[src/rtl/core/oea_pkg.sv]
// ----------------------------------------------------------------------------
// oea_pkg
// Shared types and constants of the owner extent allocator.
// ----------------------------------------------------------------------------
`default_nettype none
package oea_pkg;

	localparam logic [1:0]  KIND_ASSIGN  = 2'd0;
	localparam logic [1:0]  KIND_RELEASE = 2'd1;
	localparam logic [1:0]  KIND_GROW    = 2'd2;
	localparam logic [1:0]  KIND_NONE    = 2'd3;
	localparam logic [16:0] LOT_SIZE_RST = 17'd100000;
	localparam logic [15:0] LOT_MAX      = 16'hFFFF;
	localparam int          MAX_RES      = 64;

	typedef enum logic [3:0] {
		OP_NONE, OP_CLR, OP_LOAD, OP_HEAD, OP_APOP, OP_AUSE, OP_NPOP, OP_NUSE,
		OP_WRD, OP_WUSE, OP_ERR, OP_FIN, OP_DRD, OP_DLD, OP_DNEXT
	} op_t;

	typedef struct packed {
		op_t op;
	} cmd_t;

	typedef struct packed {
		logic clr_last;
		logic bad;
		logic is_assign;
		logic rem_zero;
		logic top_zero;
		logic pops_max;
		logic pcnt_zero;
		logic lot_full;
		logic p_null;
		logic n_max;
		logic n_zero;
		logic err;
		logic out_fire;
		logic d_last;
	} status_t;

	typedef struct packed {
		logic [15:0] lot;
		logic [16:0] start;
		logic [16:0] len;
	} ext_t;

	typedef struct packed {
		ext_t ext;
		logic opened;
	} res_t;

endpackage
`default_nettype wire

[src/rtl/core/oea_ctrl.sv]
// ----------------------------------------------------------------------------
// oea_ctrl
// Sequencer: steps the datapath through clear, assign, walk and drain.
// ----------------------------------------------------------------------------
`default_nettype none
module oea_ctrl (
	input  wire logic            clk,
	input  wire logic            arst_n,
	input  wire logic            in_valid,
	output logic                 in_ready,
	input  wire oea_pkg::status_t st,
	output oea_pkg::cmd_t        cmd
);
	import oea_pkg::*;

	typedef enum logic [3:0] {
		S_CLR, S_IDLE, S_HEAD, S_DISP, S_ACHK, S_AUSE, S_ANEW, S_NUSE,
		S_WCHK, S_WUSE, S_FIN, S_DRD, S_DLD, S_DWAIT
	} state_t;

	state_t state_q;

	assign in_ready = (state_q == S_IDLE);

	always_comb begin
		cmd.op = OP_NONE;
		unique case (state_q)
			S_CLR:  cmd.op = OP_CLR;
			S_IDLE: cmd.op = in_valid ? OP_LOAD : OP_NONE;
			S_HEAD: cmd.op = OP_HEAD;
			S_DISP: cmd.op = OP_NONE;
			S_ACHK: begin
				priority if (st.rem_zero || st.top_zero || st.pops_max) cmd.op = OP_NONE;
				else if (st.pcnt_zero) cmd.op = OP_ERR;
				else cmd.op = OP_APOP;
			end
			S_AUSE: cmd.op = OP_AUSE;
			S_ANEW: begin
				priority if (st.rem_zero) cmd.op = OP_NONE;
				else if (st.lot_full || st.pcnt_zero) cmd.op = OP_ERR;
				else cmd.op = OP_NPOP;
			end
			S_NUSE: cmd.op = OP_NUSE;
			S_WCHK: cmd.op = (st.p_null || st.n_max) ? OP_NONE : OP_WRD;
			S_WUSE: cmd.op = OP_WUSE;
			S_FIN:  cmd.op = OP_FIN;
			S_DRD:  cmd.op = OP_DRD;
			S_DLD:  cmd.op = OP_DLD;
			S_DWAIT: cmd.op = st.out_fire ? OP_DNEXT : OP_NONE;
			default: cmd.op = OP_NONE;
		endcase
	end

	always_ff @(posedge clk or negedge arst_n) begin
		if (!arst_n) begin
			state_q <= S_CLR;
		end else begin
			unique case (state_q)
				S_CLR:  if (st.clr_last) state_q <= S_IDLE;
				S_IDLE: if (in_valid) state_q <= S_HEAD;
				S_HEAD: state_q <= S_DISP;
				S_DISP: begin
					priority if (st.bad) state_q <= S_IDLE;
					else if (st.is_assign) state_q <= S_ACHK;
					else state_q <= S_WCHK;
				end
				S_ACHK: begin
					priority if (st.rem_zero || st.top_zero || st.pops_max) state_q <= S_ANEW;
					else if (st.pcnt_zero) state_q <= S_FIN;
					else state_q <= S_AUSE;
				end
				S_AUSE: state_q <= S_ACHK;
				S_ANEW: begin
					priority if (st.rem_zero || st.lot_full || st.pcnt_zero) state_q <= S_FIN;
					else state_q <= S_NUSE;
				end
				S_NUSE: state_q <= S_FIN;
				S_WCHK: state_q <= (st.p_null || st.n_max) ? S_FIN : S_WUSE;
				S_WUSE: state_q <= S_WCHK;
				// drop a step that gave nothing and hit no error
				S_FIN:  state_q <= (st.n_zero && !st.err) ? S_IDLE : S_DRD;
				S_DRD:  state_q <= S_DLD;
				S_DLD:  state_q <= S_DWAIT;
				S_DWAIT: begin
					if (st.out_fire) state_q <= st.d_last ? S_IDLE : S_DRD;
				end
				default: state_q <= S_IDLE;
			endcase
		end
	end

endmodule
`default_nettype wire

[config.mk]
export PLATFORM = sky130hd
export DESIGN_NAME = oea_ctrl
export DESIGN_NICKNAME = d
export VERILOG_FILES = /design/src/rtl/core/oea_pkg.sv /design/src/rtl/core/oea_ctrl.sv
export SDC_FILE = /design/constraint.sdc
export NUM_CORES = 1
export LEC_CHECK = 0
export ABC_AREA = 1
export BUFFER_PORTS_ARGS = -buffer_cell sky130_fd_sc_hd__buf_2
export CAP_MARGIN = 20
export CORE_AREA = 2 2 39 41
export DETAILED_ROUTE_END_ITERATION = 6
export DIE_AREA = 0 0 41 43
export GPL_TIMING_DRIVEN = 0
export PLACE_DENSITY = 0.74
export SLEW_MARGIN = 25
export SYNTH_ARGS = -nofsm -noshare
export SYNTH_HDL_FRONTEND = slang
export SYNTH_SLANG_ARGS = --single-unit
[constraint.sdc]
create_clock -name clk -period 1.6 [get_ports clk]
set_clock_uncertainty 0.1 [all_clocks]
set_input_delay 0.16 -clock clk [delete_from_list [all_inputs] [get_ports clk]]
set_output_delay 0.16 -clock clk [all_outputs]
set_load 0.005 [all_outputs]
Yosys cells after proc, flatten, opt, wreduce, memory -nomap -nowiden. Index checks and enable logic that the tools add are counted. Widths: inputs -> output; s select.

Equality and inequality tests: 16. Muxes and demuxes: 20. Reduce and logical (&&, ||, !) cells: 10.

Operators with widths (count): $mux 4 (16); $pmux 4 s14 (1); $pmux 4 s13 (1); $eq 4x4->1 const B (6); $eq 4x3->1 const B (4); $eq 4x2->1 const B (2); $logic_or 1x1->1 (6); $ne 2x2->1 const B (3); $eq 4x1->1 const B (1); $logic_not 4->1 (1); $mux 2 (2); $reduce_and 3->1 (1); $logic_and 1x1->1 (1); $logic_not 1->1 (1).

Register bits: 4. Input bits: 17. Output and inout port bits: 5. Word-level logic and storage cells: 47.

Depth between registers and ports, before layout.
Depth in word-level cells: 4. Gate-level depth with buffers: 9. Depth with buffers taken out: 9.

Least setup slack after synthesis. No wires, ideal clock.

Kind: register to output. Start point: register state_q[3]. End point: output cmd[2] in the netlist's numbering. Arrival time: 1.067 ns. Required time: 1.340 ns. Path slack: 0.273 ns. Cell stages (with the launch flop): 8. Path buffers: 0. Path through: dfrtp_1 -> inv_1 -> nand2_1 -> nor2_1 -> nand2_1 -> nor2_1 -> nor3_1 -> o21ai_0.

RTL lines: start, declared (RTL line oea_ctrl.sv:21) `state_t state_q;`; start signal, assigned (RTL line oea_ctrl.sv:78) `S_WCHK: state_q <= (st.p_null || st.n_max) ? S_FIN : S_WUSE;`; start signal, assigned (RTL line oea_ctrl.sv:81) `S_FIN: state_q <= (st.n_zero && !st.err) ? S_IDLE : S_DRD;`; start signal, assigned (RTL line oea_ctrl.sv:85) `if (st.out_fire) state_q <= st.d_last ? S_IDLE : S_DRD;`; end, declared (RTL line oea_ctrl.sv:12) `output oea_pkg::cmd_t cmd`.

==> impl_metrics.toml <==
[setup_path]
crit_path_top_delay_cell = "dfrtp_2"
crit_path_end_kind = "output pin"
crit_arrival_ps = 1510
worst_ep_required_time_ps = 1340
criticalPathCategory = "flop to output pin"
critPathMaxFanout = 5
cp_cell_sequence = "buf_6 -> nor2_4 -> nand2_2 -> nand3_2 -> nor3_2 -> o21ai_1 -> buf_2"
cpPeakStageDelay_ps = 460
cp-start-kind = "flop"

[run_status]
violations = "negative setup slack"
status = "complete, but fails checks"

[clocking]
clk_latency_ps = 240
cts_root_buf = "clkbuf_4"
cts_made_buffers = 3
cts_buffer_depth = 2
cts_tree = "yes"
h-tree-depth = 1
cts_sinks = 4
clk_pin_slew_ps = 40

[detailed_routing]
antenna_left = 0
vias = 983
drt_pre_antenna_iters = 4
via_per_inst = 5.43
routed_wl_mm = 2.26
drc = 0
wire_per_inst_um = 12.5
drt_iter0_drc = 36

[layout]
largest_reg_flops = 4
num_antenna_cells = 0
drive_above_1_share_pct = 49.7
fin_nets = 184
largestRegisters = "state_q x4"
instances_no_fill = 181
regMostFlops = "state_q"
areaGrowthSynthToFinish_pct = 71.1

[global_routing]
grt_util_all_layers_pct = 28.3
antenna_found_initial = 0
grt_max_degree = 7
grt_pass1_wl_mm = 3.43
grt_pass1_vias = 874
overflow = 0

[floorplan]
start_util_pct = 43.5
rows = 14
die_area_um2 = 1760
pin_count = 22
die_h_um = 43
die_w_um = 41
coreArea_um2 = 1380

[sta]
hold_viol = 0
min_period_ps = 1770
grt_setup_unrepaired = "true"
worst_slack_ps = -171
setup_viol = 5
timing.final.max_slew_violations = 0
relSlewSlack_pct = 86.7
worstMarginPinSlew_ps = 199
hold_ws_ps = 151
fin_crit_sh_pct = 111
fmax_mhz = 565

[place]
place_inst = 159
numPortBuffers = 21
place.gp.congestion = 0.913
hpwl_mm = 1.33

[synthesis]
synth_seq_area_share_pct = 16.6
synth_area_um2 = 602
yosysWarnings = 0
synth.net_count = 139
synth_cells = 122
synth.distinct_cells = 17
synth-seq-cells = 4
avgSynthCellArea_um2 = 4.93

[power_and_ir_drop]
ir_worst_vdd_mv = 1.16
p_per_area_nw_per_um2 = 1610
p_leak_nw = 0.626

[hold_path]
hp-class = "input port to asynchronous set/reset pin"

[flow_run]
maxCapViolations = 0
## area by class of cell
| cell class | instances | area [um^2] |
|---|---|---|
| Fill cell | 113 | 354 |
| Multi-Input combinational cell | 99 | 551 |
| Sequential cell | 4 | 105 |
| Clock buffer | 3 | 22.5 |
| Timing Repair Buffer | 40 | 258 |
| Tap cell | 16 | 20.0 |
| Inverter | 19 | 73.8 |
## synth_stat cells
cell type / n / share of area, %
a21oi_1: 5 / 4.2
inv_2: 2 / 1.2
inv_1: 17 / 11
nand4_1: 1 / 1.0
o22ai_1: 1 / 1.0
nand2_2: 1 / 1.0
or2_2: 1 / 1.0
nand3b_1: 1 / 1.2
nor2_1: 24 / 15
o21ai_0: 2 / 1.7
nor3_1: 1 / 0.83
nand3_1: 13 / 11
nand2_1: 43 / 27
nor2_2: 4 / 4.2
dfrtp_1: 4 / 17
a21boi_1: 1 / 1.2
o2111ai_1: 1 / 1.5
## final timing paths
check	from	end	slack, ps	cells past startpoint
max	state_q[2]	cmd[2]	-170	7
min	arst_n	state_q[2]	150	2
max reg2reg	state_q[2]	state_q[3]	-30	10
min reg2reg	state_q[3]	state_q[3]	690	4
max in group asynchronous	arst_n	state_q[3]	1120	2
min in group clk	st[11]	state_q[2]	150	3
## placed cells by master (no fill, tap or decap), drive strengths merged
| cell type | synthesis | routed |
|---|---|---|
| nand2 | 44 | 44 |
| or2 | 1 | 1 |
| nor3 | 1 | 1 |
| o22ai | 1 | 1 |
| nand3 | 13 | 13 |
| a21boi | 1 | 1 |
| o2111ai | 1 | 1 |
| nand4 | 1 | 1 |
| a21oi | 5 | 5 |
| dfrtp | 4 | 4 |
| dlygate4sd3 | 0 | 1 |
| nor2 | 28 | 28 |
| buf | 0 | 39 |
| inv | 19 | 19 |
| o21ai | 2 | 2 |
| clkbuf | 0 | 3 |
| nand3b | 1 | 1 |
## kinds of logic after synthesis
logic type	after synthesis	synth area share [%]
AO/OA/AOI/OAI	10	9.56
buffers and inverters	19	11.9
flip-flops	4	16.6
AND/OR/NAND/NOR	89	62.0
## critical path: cells and delay by family (launching register included)
family,cells,cell delay (ps)
AOI/OAI and AO/OA,1,110
buffers and inverters,2,280
and+or+nand+nor,4,420
DFF,1,460
## through the flow
stage	worst slack (ps)	util [%]	setup TNS, ps	power, mW	instance area, um^2
6_report	-171	74.4	-456	1.65	1030
3_5_place_dp	-2.73	52.5	-2.73	1.03	727
2_1_floorplan	273	-	0	0.800	602
5_1_grt	-215	74.4	-815	1.80	1030
3_3_place_gp	33.2	52.5	0	1.02	727
4_1_cts	-75.3	71.9	-209	1.54	995
## where the power goes
part           total, mW  internal, mW  switching (mW)  leakage (nW)
clock network      0.124        0.0838          0.0404        0.0138
logic               1.26         0.544           0.721         0.566
registers          0.264         0.162           0.102        0.0463
total               1.65         0.790           0.863         0.626
## per-layer routing
layer	GRT usage (%)	part of all wire, %	up-vias
met5	0	0	-
met4	12.7	3.1	0
met3	3.66	7.6	14
met2	48.8	52	47
met1	32.2	37	456
li1	-	-	466
## repair_timing
item / in CTS / in global routing
gates cloned: 0 / 0
gates resized for setup: 39 / 7
endpoints found under the setup margin: 4 / 5
endpoints found under the hold margin: 4 / 0
hold buffers: 1 / 0
setup buffers: 16 / 2
pin swaps: 12 / 5
Note: power is estimated with default switching activity, not from simulation.
